$ cat config.mk
export PLATFORM = sky130hd
export DESIGN_NAME = bvs_fifo
export DESIGN_NICKNAME = d
export VERILOG_FILES = /design/src/design/assert_macros.svh /design/src/design/bvs_pkg.sv /design/src/design/bvs_fifo.sv
export SDC_FILE = /design/constraint.sdc
export NUM_CORES = 1
export LEC_CHECK = 0
export BUFFER_PORTS_ARGS = -buffer_cell sky130_fd_sc_hd__buf_2
export CAP_MARGIN = 0
export CORE_MARGIN = 3
export CORE_UTILIZATION = 32
export DETAILED_ROUTE_END_ITERATION = 8
export PLACE_DENSITY = 0.52
export SLEW_MARGIN = 20
export SYNTH_ARGS = -nofsm -noshare
export SYNTH_HDL_FRONTEND = slang
export SYNTH_SLANG_ARGS = --single-unit
$ cat constraint.sdc
create_clock -name clk_i -period 5.2 [get_ports clk_i]
set_input_delay 0.26 -clock clk_i [delete_from_list [all_inputs] [get_ports clk_i]]
set_output_delay 0.26 -clock clk_i [all_outputs]
set_load 0.01 [all_outputs]
$ cat src/design/assert_macros.svh
// Assertion macros used by the top RTL file of the byte vector similarity block.
`ifndef ASSERT_MACROS_SVH
`define ASSERT_MACROS_SVH

// Check that a property holds at every clock edge outside reset.
`define BVS_ASSERT(lbl, clk, rst_n, prop) \
  lbl: assert property (@(posedge clk) disable iff (!rst_n) (prop)) \
    else $error("bvs assertion failed");

// Check that a condition never holds at a clock edge outside reset.
`define BVS_ASSERT_NEVER(lbl, clk, rst_n, cond) \
  lbl: assert property (@(posedge clk) disable iff (!rst_n) !(cond)) \
    else $error("bvs forbidden condition seen");

`endif

$ cat src/design/bvs_pkg.sv
// ----------------------------------------------------------------------------
// bvs_pkg
// Shared constants, metric codes and queue types of the similarity block.
// ----------------------------------------------------------------------------
package bvs_pkg;

  localparam int LANES       = 8;
  localparam int FIELD_LANES = 8;
  localparam int ACC_BITS    = 32;
  localparam int FRAC_BITS   = 30;

  // Lane word widened so that lanes beyond the input field read as zero
  localparam int LANE_WORD_W = (LANES > FIELD_LANES) ? LANES * 8 : FIELD_LANES * 8;
  localparam int LCNT_W      = 5;

  localparam int PROD_W  = 20;
  localparam int NORM_W  = 17;
  localparam int LOG_L   = (LANES > 1) ? $clog2(LANES) : 0;
  localparam int DSUM_W  = PROD_W + LOG_L + 1;
  localparam int NSUM_W  = NORM_W + LOG_L;

  localparam int PROD_BITS  = 2 * ACC_BITS;
  localparam int SQRT_STEPS = ACC_BITS;
  localparam int DIV_W      = ACC_BITS + FRAC_BITS;
  localparam int STEP_W     = $clog2(DIV_W);

  localparam logic [2:0] METRIC_DOT_S8 = 3'd0;
  localparam logic [2:0] METRIC_DOT_U8 = 3'd1;
  localparam logic [2:0] METRIC_L2_S8  = 3'd2;
  localparam logic [2:0] METRIC_L2_U8  = 3'd3;
  localparam logic [2:0] METRIC_COS_S8 = 3'd4;
  localparam logic [2:0] METRIC_COS_U8 = 3'd5;

  // One classified item with its lane sums
  typedef struct packed {
    logic signed [DSUM_W-1:0] dot_part;
    logic [NSUM_W-1:0]        na_part;
    logic [NSUM_W-1:0]        nb_part;
    logic                     last;
    logic                     is_cos;
    logic                     is_signed;
  } entry_t;

  typedef struct packed {
    logic full;
    logic empty;
  } fifo_stat_t;

  typedef struct packed {
    logic busy;
    logic pop;
  } back_stat_t;

endpackage

$ cat src/design/bvs_fifo.sv
// ----------------------------------------------------------------------------
// bvs_fifo
// Two-entry queue of classified beats between the front and back parts.
// ----------------------------------------------------------------------------
module bvs_fifo (
  input  logic                 clk_i,
  input  logic                 rst_ni,
  input  logic                 push_i,
  input  bvs_pkg::entry_t      entry_i,
  input  logic                 pop_i,
  output bvs_pkg::entry_t      entry_o,
  output bvs_pkg::fifo_stat_t  stat_o
);

  bvs_pkg::entry_t mem_q [2];
  logic            wr_q, rd_q;
  logic [1:0]      count_q;

  assign stat_o.full  = (count_q == 2'd2);
  assign stat_o.empty = (count_q == 2'd0);
  assign entry_o      = mem_q[rd_q];

  // Advance the pointers and the fill count
  always_ff @(posedge clk_i or negedge rst_ni) begin
    if (!rst_ni) begin
      wr_q    <= 1'b0;
      rd_q    <= 1'b0;
      count_q <= 2'd0;
    end else begin
      if (push_i) wr_q <= ~wr_q;
      if (pop_i)  rd_q <= ~rd_q;
      count_q <= count_q + {1'b0, push_i} - {1'b0, pop_i};
    end
  end

  always_ff @(posedge clk_i) begin
    if (push_i) mem_q[wr_q] <= entry_i;
  end

endmodule

==> impl_metrics.tcl <==
set metrics [dict create \
    post_cts_buffers 0 \
    synth-seq-cells 138 \
    r2r_cells 2 \
    ys_seq_area_share_pct 80.5 \
    path_class "flop to primary output" \
    yosysTopAreaCellShare_pct 78.6 \
    root_buffer "clkbuf_16" \
    portBuffers 139 \
    start_util_pct 33.2 \
    ir_worst_vdd_uv 481 \
    fmax_mhz 416 \
    yosysTopAreaCell "edfxtp_1" \
    required_ns 4.94 \
    synthTopCellsByCount "edfxtp_1 (134), mux2_2 (47), mux2_4 (20), buf_2 (4), dfrtp_1 (4)" \
    hold_viol_final 0 \
    clk_pin_slew_ns 0.06 \
    insertion_delay_ns 0.41 \
    grt_pass1_vias 2732 \
    setup_violations 0 \
    routed_via_density 4.25 \
    grt_use_total_pct 10.7 \
    wl_per_cell_um 15.2 \
    clock-sinks 138 \
    numCtsBuffers 17 \
    grt_setup_unrepaired "no" \
    syn_avg_cell_area_sq_um 22.9 \
    synth_edf_count 134 \
    fin_util_pct 42.9 \
    grt_overflow 0 \
    cp.depth 2 \
    period_minus_slack_ns 2.40 \
    antenna_found_initial 2 \
    synth_fp_nets 297 \
    post-route-period-util_pct 46.2 \
    antenna_left 0 \
    drc 0 \
    yosysWarningCount 0 \
    power.density_mw_per_mm2 557 \
    startpoint_type "flop" \
    core_area_sq_mm 0.0154 \
    max-cap-violations 0 \
    dpl_cell_area_sq_mm 0.00603 \
    drt_iter0_drc 66 \
    antenna_cells 0 \
    cp_num_buf_inv 1 \
    htreeDepth 4 \
    grt_max_degree 69 \
    path_cells "mux2_2 > buf_2" \
    hold_buffers 1 \
    critical_path.top_delay_family "flip-flops" \
    worstPathArrival_ns 2.14 \
    worstHoldPathType "input port to flop" \
    place_hpwl_mm 5.59 \
    synth.cell_area_sq_mm 0.00512 \
    postLayoutCellArea_sq_mm 0.00662 \
    tightest_slew_ns 1.05 \
    synth.area.top_cells "edfxtp_1 (79%), mux2_2 (10%), mux2_4 (5.9%)" \
    place_congestion 0.683 \
    yosys.cell_types.count 14 \
    hold_depth 1 \
    cp-endpoint "entry_o[17]" \
    slew_violations 0 \
    r2r_slack_ns 3.04 \
    synth_async_sr_flop_share_pct 2.90 \
    ys.flop_type "edfxtp_1" \
    areaGrowthSynthToFinish_pct 29.2 \
    fp.dieW_um 133 \
    fin_setup_tns_ns 0 \
    slew-limit-headroom_pct 30.3 \
    yosysMostFrequentCell "edfxtp_1" \
    n_fill_cell 1462 \
    io_pins 140 \
    fp-row-count 45 \
    clock_path_buffers 2 \
    rr_startpoint "wr_q$_DFFE_PN0P_" \
    crit_start "rd_q$_DFFE_PN0P_" \
    end_kind "primary output" \
    cts_tree "built" \
    finalNetCount 449 \
    cp_slowest_stage_delay_ns 1.12 \
    drive_gt1_share_pct 61.7 \
    leakagePower_nw 2.54 \
    path_max_fanout 68 \
    dr.pass1.iters 4 \
    critPathSlowestCell "dfrtp_4" \
    holdWs_ns 0.0369 \
    postSynthCellCount 224 \
    finalClockSkew_ns 0.00442 \
    status "complete, no violations" \
    die_y_um 133 \
    grt_pass1_wl_mm 14.1 \
    worst_r2r_endpoint "mem_q[0][11]$_DFFE_PP_" \
    cts-resized-gates 0 \
    totalWireLength_mm 9.12 \
    via_count 2552 \
    dieArea_sq_mm 0.0176 \
]
==> logic make-up after synthesis <==
| logic type | Yosys count | synth area share, % |
|---|---|---|
| multiplexers | 67 | 16.2 |
| flip-flops | 138 | 80.5 |
| XOR/XNOR | 3 | 0.806 |
| AND/OR/NAND/NOR | 4 | 0.440 |
| buffers and inverters | 10 | 1.56 |
| adder cells (fa/ha/maj) | 2 | 0.488 |
==> final cells by class <==
class                           instances  area (sq um)  area share (%)
Tap cell                              211           264            3.99
Clock inverter                         15           150            2.27
Clock buffer                           17           425            6.43
Sequential cell                       138          4130            62.4
Timing Repair Buffer                  141           713            10.8
Inverter                                2          7.51           0.113
Multi-Input combinational cell         76           928            14.0
==> flip-flops by register name, indices dropped and copies added, names as in the netlist <==
register	flops
count_q	2
wr_q	1
mem_q	134
rd_q	1
==> cells in the final DEF, fill, tap and decap left out <==
master and count:
buf_2 139, edfxtp_1 134, mux2_2 47, mux2_4 20, clkbuf_16 17, clkinvlp_4 5, dfrtp_1 3, inv_1 2
xor2_1 2, ha_1 2, clkinv_2 2, bufinv_16 2, inv_6 2, clkinv_4 2, clkinv_1 2, xor3_1 1
nor2_1 1, and2_4 1, nor2b_1 1, nor2b_4 1, dlygate4sd3_1 1, buf_4 1, dfrtp_4 1
==> power by group <==
| part | internal [mW] | switching (mW) |
|---|---|---|
| combinational | 0.480 | 0.407 |
| sequential | 1.48 | 0.167 |
| clock | 0.703 | 0.448 |
==> worst register-to-register path, cell delays in order, from the launching register on <==
cell and delay [ns]:
dfrtp_1 0.43, nor2b_4 0.75, buf_4 0.61
==> how the worst min path moves through the flow <==
| stage | from | to | slack (ns) |
|---|---|---|---|
| after global placement | rst_ni | wr_q$_DFFE_PN0P_ | 0.07 |
| after detailed placement | rst_ni | wr_q$_DFFE_PN0P_ | 0.07 |
| final | entry_i[11] | mem_q[1][11]$_DFFE_PP_ | 0.04 |
| after floorplan | rst_ni | count_q[0]$_DFF_PN0_ | -0.04 |
| after global routing | entry_i[28] | mem_q[0][28]$_DFFE_PP_ | 0.01 |
| after CTS | entry_i[29] | mem_q[0][29]$_DFFE_PP_ | 0.009 |
==> layer usage <==
layer,global-route usage [%],vias up,wire length (um)
met3,5.51,18,812
met4,5.54,4,181
li1,-,1195,-
met2,16.5,95,4200
met5,0,-,36
met1,12.3,1240,3900
==> per-stage QoR <==
stage	cells	setup slack [ns]	power, mW
after floorplan	224	1.32	2.26
after global placement	567	2.92	2.59
after detailed placement	567	2.92	2.60
after CTS	600	2.70	3.76
after global routing	600	2.65	3.89
final	600	2.80	3.69
Note: power is estimated with default switching activity, not from simulation.
