File: config.mk
export PLATFORM = sky130hd
export DESIGN_NAME = bvs_back
export DESIGN_NICKNAME = d
export VERILOG_FILES = /design/src/design/assert_macros.svh /design/src/design/bvs_pkg.sv /design/src/design/bvs_back.sv
export SDC_FILE = /design/constraint.sdc
export NUM_CORES = 2
export LEC_CHECK = 0
export BUFFER_PORTS_ARGS = -buffer_cell sky130_fd_sc_hd__buf_2
export CAP_MARGIN = 20
export CORE_MARGIN = 2
export CORE_UTILIZATION = 71
export DETAILED_ROUTE_END_ITERATION = 12
export PLACE_DENSITY = 0.93
export SLEW_MARGIN = 10
export SYNTH_ARGS = -nofsm -noshare
export SYNTH_HDL_FRONTEND = slang
export SYNTH_SLANG_ARGS = --single-unit
File: constraint.sdc
create_clock -name clk_i -period 18.9 [get_ports clk_i]
set_input_delay 1.89 -clock clk_i [delete_from_list [all_inputs] [get_ports clk_i]]
set_output_delay 1.89 -clock clk_i [all_outputs]
set_load 0.005 [all_outputs]
File: src/design/assert_macros.svh
// Assertion macros used by the top RTL file of the byte vector similarity block.
`ifndef ASSERT_MACROS_SVH
`define ASSERT_MACROS_SVH

// Check that a property holds at every clock edge outside reset.
`define BVS_ASSERT(lbl, clk, rst_n, prop) \
  lbl: assert property (@(posedge clk) disable iff (!rst_n) (prop)) \
    else $error("bvs assertion failed");

// Check that a condition never holds at a clock edge outside reset.
`define BVS_ASSERT_NEVER(lbl, clk, rst_n, cond) \
  lbl: assert property (@(posedge clk) disable iff (!rst_n) !(cond)) \
    else $error("bvs forbidden condition seen");

`endif

File: src/design/bvs_pkg.sv
// ----------------------------------------------------------------------------
// bvs_pkg
// Shared constants, metric codes and queue types of the similarity block.
// ----------------------------------------------------------------------------
package bvs_pkg;

  localparam int LANES       = 8;
  localparam int FIELD_LANES = 8;
  localparam int ACC_BITS    = 32;
  localparam int FRAC_BITS   = 30;

  // Lane word widened so that lanes beyond the input field read as zero
  localparam int LANE_WORD_W = (LANES > FIELD_LANES) ? LANES * 8 : FIELD_LANES * 8;
  localparam int LCNT_W      = 5;

  localparam int PROD_W  = 20;
  localparam int NORM_W  = 17;
  localparam int LOG_L   = (LANES > 1) ? $clog2(LANES) : 0;
  localparam int DSUM_W  = PROD_W + LOG_L + 1;
  localparam int NSUM_W  = NORM_W + LOG_L;

  localparam int PROD_BITS  = 2 * ACC_BITS;
  localparam int SQRT_STEPS = ACC_BITS;
  localparam int DIV_W      = ACC_BITS + FRAC_BITS;
  localparam int STEP_W     = $clog2(DIV_W);

  localparam logic [2:0] METRIC_DOT_S8 = 3'd0;
  localparam logic [2:0] METRIC_DOT_U8 = 3'd1;
  localparam logic [2:0] METRIC_L2_S8  = 3'd2;
  localparam logic [2:0] METRIC_L2_U8  = 3'd3;
  localparam logic [2:0] METRIC_COS_S8 = 3'd4;
  localparam logic [2:0] METRIC_COS_U8 = 3'd5;

  // One classified item with its lane sums
  typedef struct packed {
    logic signed [DSUM_W-1:0] dot_part;
    logic [NSUM_W-1:0]        na_part;
    logic [NSUM_W-1:0]        nb_part;
    logic                     last;
    logic                     is_cos;
    logic                     is_signed;
  } entry_t;

  typedef struct packed {
    logic full;
    logic empty;
  } fifo_stat_t;

  typedef struct packed {
    logic busy;
    logic pop;
  } back_stat_t;

endpackage

File: src/design/bvs_back.sv
// ----------------------------------------------------------------------------
// bvs_back
// Accumulates queued beats and runs the cosine root and divide finish.
// ----------------------------------------------------------------------------
module bvs_back (
  input  logic                clk_i,
  input  logic                rst_ni,
  input  bvs_pkg::entry_t     entry_i,
  input  logic                empty_i,
  output bvs_pkg::back_stat_t stat_o,
  output logic                out_valid_o,
  input  logic                out_ready_i,
  output logic [31:0]         value_o
);

  typedef enum logic [4:0] {
    ST_ACC  = 5'b00001,
    ST_MUL  = 5'b00010,
    ST_SQRT = 5'b00100,
    ST_DIV  = 5'b01000,
    ST_FIN  = 5'b10000
  } state_e;

  localparam int A = bvs_pkg::ACC_BITS;
  localparam int P = bvs_pkg::PROD_BITS;
  localparam int D = bvs_pkg::DIV_W;

  state_e state_q, state_d;
  logic [A-1:0] dot_q, na_q, nb_q, dot_n, na_n, nb_n;
  logic [P-1:0] x_q, res_q, bit_q;
  logic [A-1:0] mag_q, rem_q;
  logic [D-1:0] dvd_q, quo_q;
  logic [bvs_pkg::STEP_W-1:0] step_q;
  logic neg_q, zero_q, out_valid_q, pop, out_free;
  logic [31:0] value_q, fin_value;
  logic [P-1:0] trial;
  logic [A:0]   dtrial;

  assign out_free    = !out_valid_q || out_ready_i;
  assign pop         = (state_q == ST_ACC) && !empty_i &&
                       (!entry_i.last || entry_i.is_cos || out_free);
  assign stat_o.pop  = pop;
  assign stat_o.busy = (state_q != ST_ACC);
  assign out_valid_o = out_valid_q;
  assign value_o     = value_q;

  assign dot_n = dot_q + A'(entry_i.dot_part);
  assign na_n  = na_q + A'(entry_i.na_part);
  assign nb_n  = nb_q + A'(entry_i.nb_part);

  assign trial  = res_q + bit_q;
  assign dtrial = {rem_q, dvd_q[D-1]};

  // Saturate the quotient to one, give zero for a zero norm and restore the sign
  always_comb begin
    logic [D-1:0] qs;
    if (zero_q) begin
      qs = '0;
    end else if (quo_q > (D'(1) << bvs_pkg::FRAC_BITS)) begin
      qs = D'(1) << bvs_pkg::FRAC_BITS;
    end else begin
      qs = quo_q;
    end
    fin_value = neg_q ? (32'd0 - qs[31:0]) : qs[31:0];
  end

  always_comb begin
    state_d = state_q;
    unique case (state_q)
      ST_ACC:  if (pop && entry_i.last && entry_i.is_cos) begin
                 state_d = ((na_n == '0) || (nb_n == '0)) ? ST_FIN : ST_MUL;
               end
      ST_MUL:  state_d = ST_SQRT;
      ST_SQRT: if (step_q == bvs_pkg::STEP_W'(bvs_pkg::SQRT_STEPS - 1)) state_d = ST_DIV;
      ST_DIV:  if (step_q == bvs_pkg::STEP_W'(D - 1)) state_d = ST_FIN;
      ST_FIN:  if (out_free) state_d = ST_ACC;
      default: state_d = ST_ACC;
    endcase
  end

  // Control: state, accumulators and the output register
  always_ff @(posedge clk_i or negedge rst_ni) begin
    if (!rst_ni) begin
      state_q     <= ST_ACC;
      dot_q       <= '0;
      na_q        <= '0;
      nb_q        <= '0;
      out_valid_q <= 1'b0;
      step_q      <= '0;
    end else begin
      state_q <= state_d;
      if (pop) begin
        if (entry_i.last && !entry_i.is_cos) begin
          dot_q <= '0;
          na_q  <= '0;
          nb_q  <= '0;
        end else begin
          dot_q <= dot_n;
          na_q  <= na_n;
          nb_q  <= nb_n;
        end
      end
      if ((state_q == ST_FIN) && out_free) begin
        dot_q <= '0;
        na_q  <= '0;
        nb_q  <= '0;
      end
      // Load the output register on a result, drop it once taken
      if ((pop && entry_i.last && !entry_i.is_cos) ||
          ((state_q == ST_FIN) && out_free)) begin
        out_valid_q <= 1'b1;
      end else if (out_ready_i) begin
        out_valid_q <= 1'b0;
      end
      if ((state_q == ST_SQRT || state_q == ST_DIV) && state_d == state_q) begin
        step_q <= step_q + 1'b1;
      end else begin
        step_q <= '0;
      end
    end
  end

  // Datapath of the finish: product, root bit by bit, restoring divide
  always_ff @(posedge clk_i) begin
    if (pop && entry_i.last && !entry_i.is_cos) value_q <= dot_n;
    if ((state_q == ST_FIN) && out_free) value_q <= fin_value;
    unique case (state_q)
      ST_ACC: begin
        neg_q  <= entry_i.is_signed && dot_n[A-1];
        mag_q  <= (entry_i.is_signed && dot_n[A-1]) ? (A'(0) - dot_n) : dot_n;
        zero_q <= (na_n == '0) || (nb_n == '0);
      end
      ST_MUL: begin
        x_q   <= P'(na_q) * P'(nb_q);
        res_q <= '0;
        bit_q <= P'(1) << (P - 2);
      end
      ST_SQRT: begin
        if (x_q >= trial) begin
          x_q   <= x_q - trial;
          res_q <= (res_q >> 1) + bit_q;
        end else begin
          res_q <= res_q >> 1;
        end
        bit_q <= bit_q >> 2;
        rem_q <= '0;
        quo_q <= '0;
        dvd_q <= {mag_q, bvs_pkg::FRAC_BITS'(0)};
      end
      ST_DIV: begin
        if (dtrial >= {1'b0, res_q[A-1:0]}) begin
          rem_q <= A'(dtrial - {1'b0, res_q[A-1:0]});
          quo_q <= {quo_q[D-2:0], 1'b1};
        end else begin
          rem_q <= dtrial[A-1:0];
          quo_q <= {quo_q[D-2:0], 1'b0};
        end
        dvd_q <= dvd_q << 1;
      end
      default: ;
    endcase
  end

endmodule

==> impl_metrics.ini <==
[run_status]
status = finished, final reports clean

[worst_setup_path]
endpoint = x_q[62]
worst-path-max-fanout = 19
cp-start-kind = register
crit_arrival_ns = 10.35
r2r_cells = 26
rr_startpoint = na_q[10]
cp_common_cell = fa_1
required_ns = 19.25
end_kind = register
critPathKind = register to register
critPathLaunch = na_q[10]
critical_path.max_stage_delay_ns = 1.07
r2r_slack_ns = 8.90
rr_endpoint = x_q[62]
slowest_stage = dfrtp_1

[sta]
worstMarginPinSlew_ns = 1.19
relSlewSlack = 0.209
min_period_over_period = 0.529
setup_viol = 0
period_minus_slack_ns = 10.00
rsz0062_at_grt = no
finalSetupTns_ns = 0
fmax_mhz = 100
finalHoldViolCount = 0
finalClockSkew_ns = 0.0339
drv_slew = 0

[floorplanning]
start_util = 0.715
dieArea_um2 = 94400
num_rows = 111
core_um2 = 91400
fp.dieW_um = 307
ioPinCount = 106
die_y_um = 307

[grt]
antenna_found_initial = 3
grtUsageTotal = 0.408
grt_max_degree = 97
grt_pass1_wl_um = 303000
gr-total-overflow = 0
grt_pass1_vias = 57600

[route]
vias = 54800
postRouteAntennaNets = 0
drc = 0
firstDrtPassIters = 9
drt_iter0_drc = 7016
drt-vias-per-instance = 6.65
wirelength_um = 191000
wl_per_cell_um = 23.2

[hold_path]
hold_class = register to register

[cts]
cts_root_buffer = clkbuf_16
clock_latency_ns = 0.65
ctsHoldBuffers = 0
cts_resized = 0
cts-buffers-inserted = 50
clk_path_buf_depth = 3
path_clk_slew_ns = 0.07
cts_sinks = 460
post_cts_buffers = 0
cts_tree = yes
cts_max_level = 2

[logic_synthesis]
synth_warnings = 0
yosys_most_used_dff = edfxtp_1
synth_area_um2 = 65300
synth_nets = 8599
yosys_register_bits = 460
synth-edff-count = 352
ys_seq_area_frac = 0.203
syn_inst = 7127
yosysUniqueCellTypes = 87
async_flop_share = 0.235
syn_avg_cell_area_um2 = 9.17

[layout]
mostFrequentLayoutCells = inv_1 (937), fa_1 (901), nand2_1 (865)
area_delta_synth_final_pct = 5.04
final_common_cell = inv_1
final_nets = 8482
final_cell_area_um2 = 68600
multiInputGateArea_um2 = 47200
regArea_um2 = 13300
drive_gt1_frac = 0.0478
fillers = 5634

[placed_design]
post-dp-hpwl_um = 137000
port_buffers = 105
placed_area_um2 = 66700
gp_congestion = 1.01

[flow_run]
maxCapViolCount = 0
[metrics by stage]
stage	cells	hold WS [ns]	setup slack, ns	util
CTS	8233	0.492	9.40	0.749
detailed placement	8139	0.477	9.49	0.730
finish	8240	0.487	8.90	0.751
global placement	8135	0.468	9.53	0.729
global route	8238	0.519	8.60	0.751
floorplan	7127	0.454	7.87	-
[cell type report]
class                           instances  share of cell area
Tap cell                             1186              0.0216
Timing Repair Buffer                  196              0.0195
Clock buffer                           58              0.0190
Multi-Input combinational cell       5364               0.688
Clock inverter                         36             0.00664
Antenna cell                            2           0.0000729
Inverter                              938              0.0513
Sequential cell                       460               0.193
[state kept, by name, indices dropped and copies added, names as in the netlist, 32 cells and up]
register  count
bit_q        32
dot_q        32
dvd_q        32
mag_q        32
na_q         32
nb_q         32
quo_q        62
rem_q        32
res_q        64
value_o      32
x_q          64
[how the worst min path moves through the flow]
| stage | to | cells after the start | start | slack (ns) |
|---|---|---|---|---|
| 3_3_place_gp | dot_q[30] | 2 | dot_q[30] | 0.47 |
| 2_1_floorplan | dot_q[0] | 2 | dot_q[0] | 0.45 |
| 5_1_grt | step_q[0] | 1 | step_q[0] | 0.52 |
| 6_report | dot_q[7] | 2 | dot_q[7] | 0.49 |
| 4_1_cts | dot_q[7] | 2 | dot_q[7] | 0.49 |
| 3_5_place_dp | dot_q[7] | 2 | dot_q[7] | 0.48 |
[worst max-delay path: cells and delay by family, from the launching register on]
kind | cells | cell delay, ns
buffers and inverters | 5 | 0.63
AOI/OAI and AO/OA | 9 | 3.35
xor gates and xnor gates | 1 | 0.16
and+or+nand+nor | 2 | 0.30
adders and majority gates | 9 | 4.19
DFF | 1 | 1.07
[synth_stat cells (13+ instances only)]
cell type | instances | area share
inv_1 | 937 | 0.054
fa_1 | 901 | 0.28
nand2_1 | 866 | 0.050
and2_1 | 678 | 0.065
ha_1 | 500 | 0.096
edfxtp_1 | 352 | 0.16
clkbuf_1 | 346 | 0.020
a21oi_1 | 329 | 0.025
nor2_1 | 322 | 0.019
o21ai_0 | 311 | 0.024
xnor2_1 | 198 | 0.027
xor2_1 | 171 | 0.023
a21o_1 | 136 | 0.016
dfrtp_1 | 107 | 0.041
nand3_1 | 86 | 0.0066
a31oi_1 | 85 | 0.0081
and3_1 | 65 | 0.0062
nand4_1 | 65 | 0.0062
a211oi_1 | 54 | 0.0062
nor3_1 | 53 | 0.0041
nor2b_1 | 51 | 0.0049
a22o_1 | 49 | 0.0066
nand2b_1 | 41 | 0.0039
o21bai_1 | 41 | 0.0047
o31ai_1 | 32 | 0.0037
o21a_1 | 30 | 0.0034
nor4_1 | 26 | 0.0025
or3_1 | 26 | 0.0025
a31o_2 | 16 | 0.0021
a21boi_0 | 15 | 0.0017
a41oi_1 | 14 | 0.0019
a211o_1 | 13 | 0.0017
or2_2 | 13 | 0.0012
[layer usage]
layer / vias up / wire length, µm / GRT usage
met3: 1208 / 25800 / 0.116
met2: 4269 / 85600 / 0.644
met1: 26100 / 64000 / 0.491
met5: - / 0 / 0
li1: 23100 / - / -
met4: 0 / 15400 / 0.272
[logic make-up (layout without fill, tap and decap cells)]
| group | after synthesis | in the layout | share of synthesized area |
|---|---|---|---|
| buffers and inverters | 1303 | 1228 | 0.0752 |
| other | 0 | 2 | 0 |
| adders and majority gates | 1401 | 1401 | 0.372 |
| and+or+nand+nor | 2340 | 2340 | 0.178 |
| muxes | 8 | 8 | 0.00126 |
| xor gates and xnor gates | 369 | 369 | 0.0495 |
| AOI/OAI and AO/OA | 1246 | 1246 | 0.121 |
| DFF | 460 | 460 | 0.203 |
Power is not shown: default switching activity piles up to over one toggle a cycle in this logic, so the estimate is an artifact.
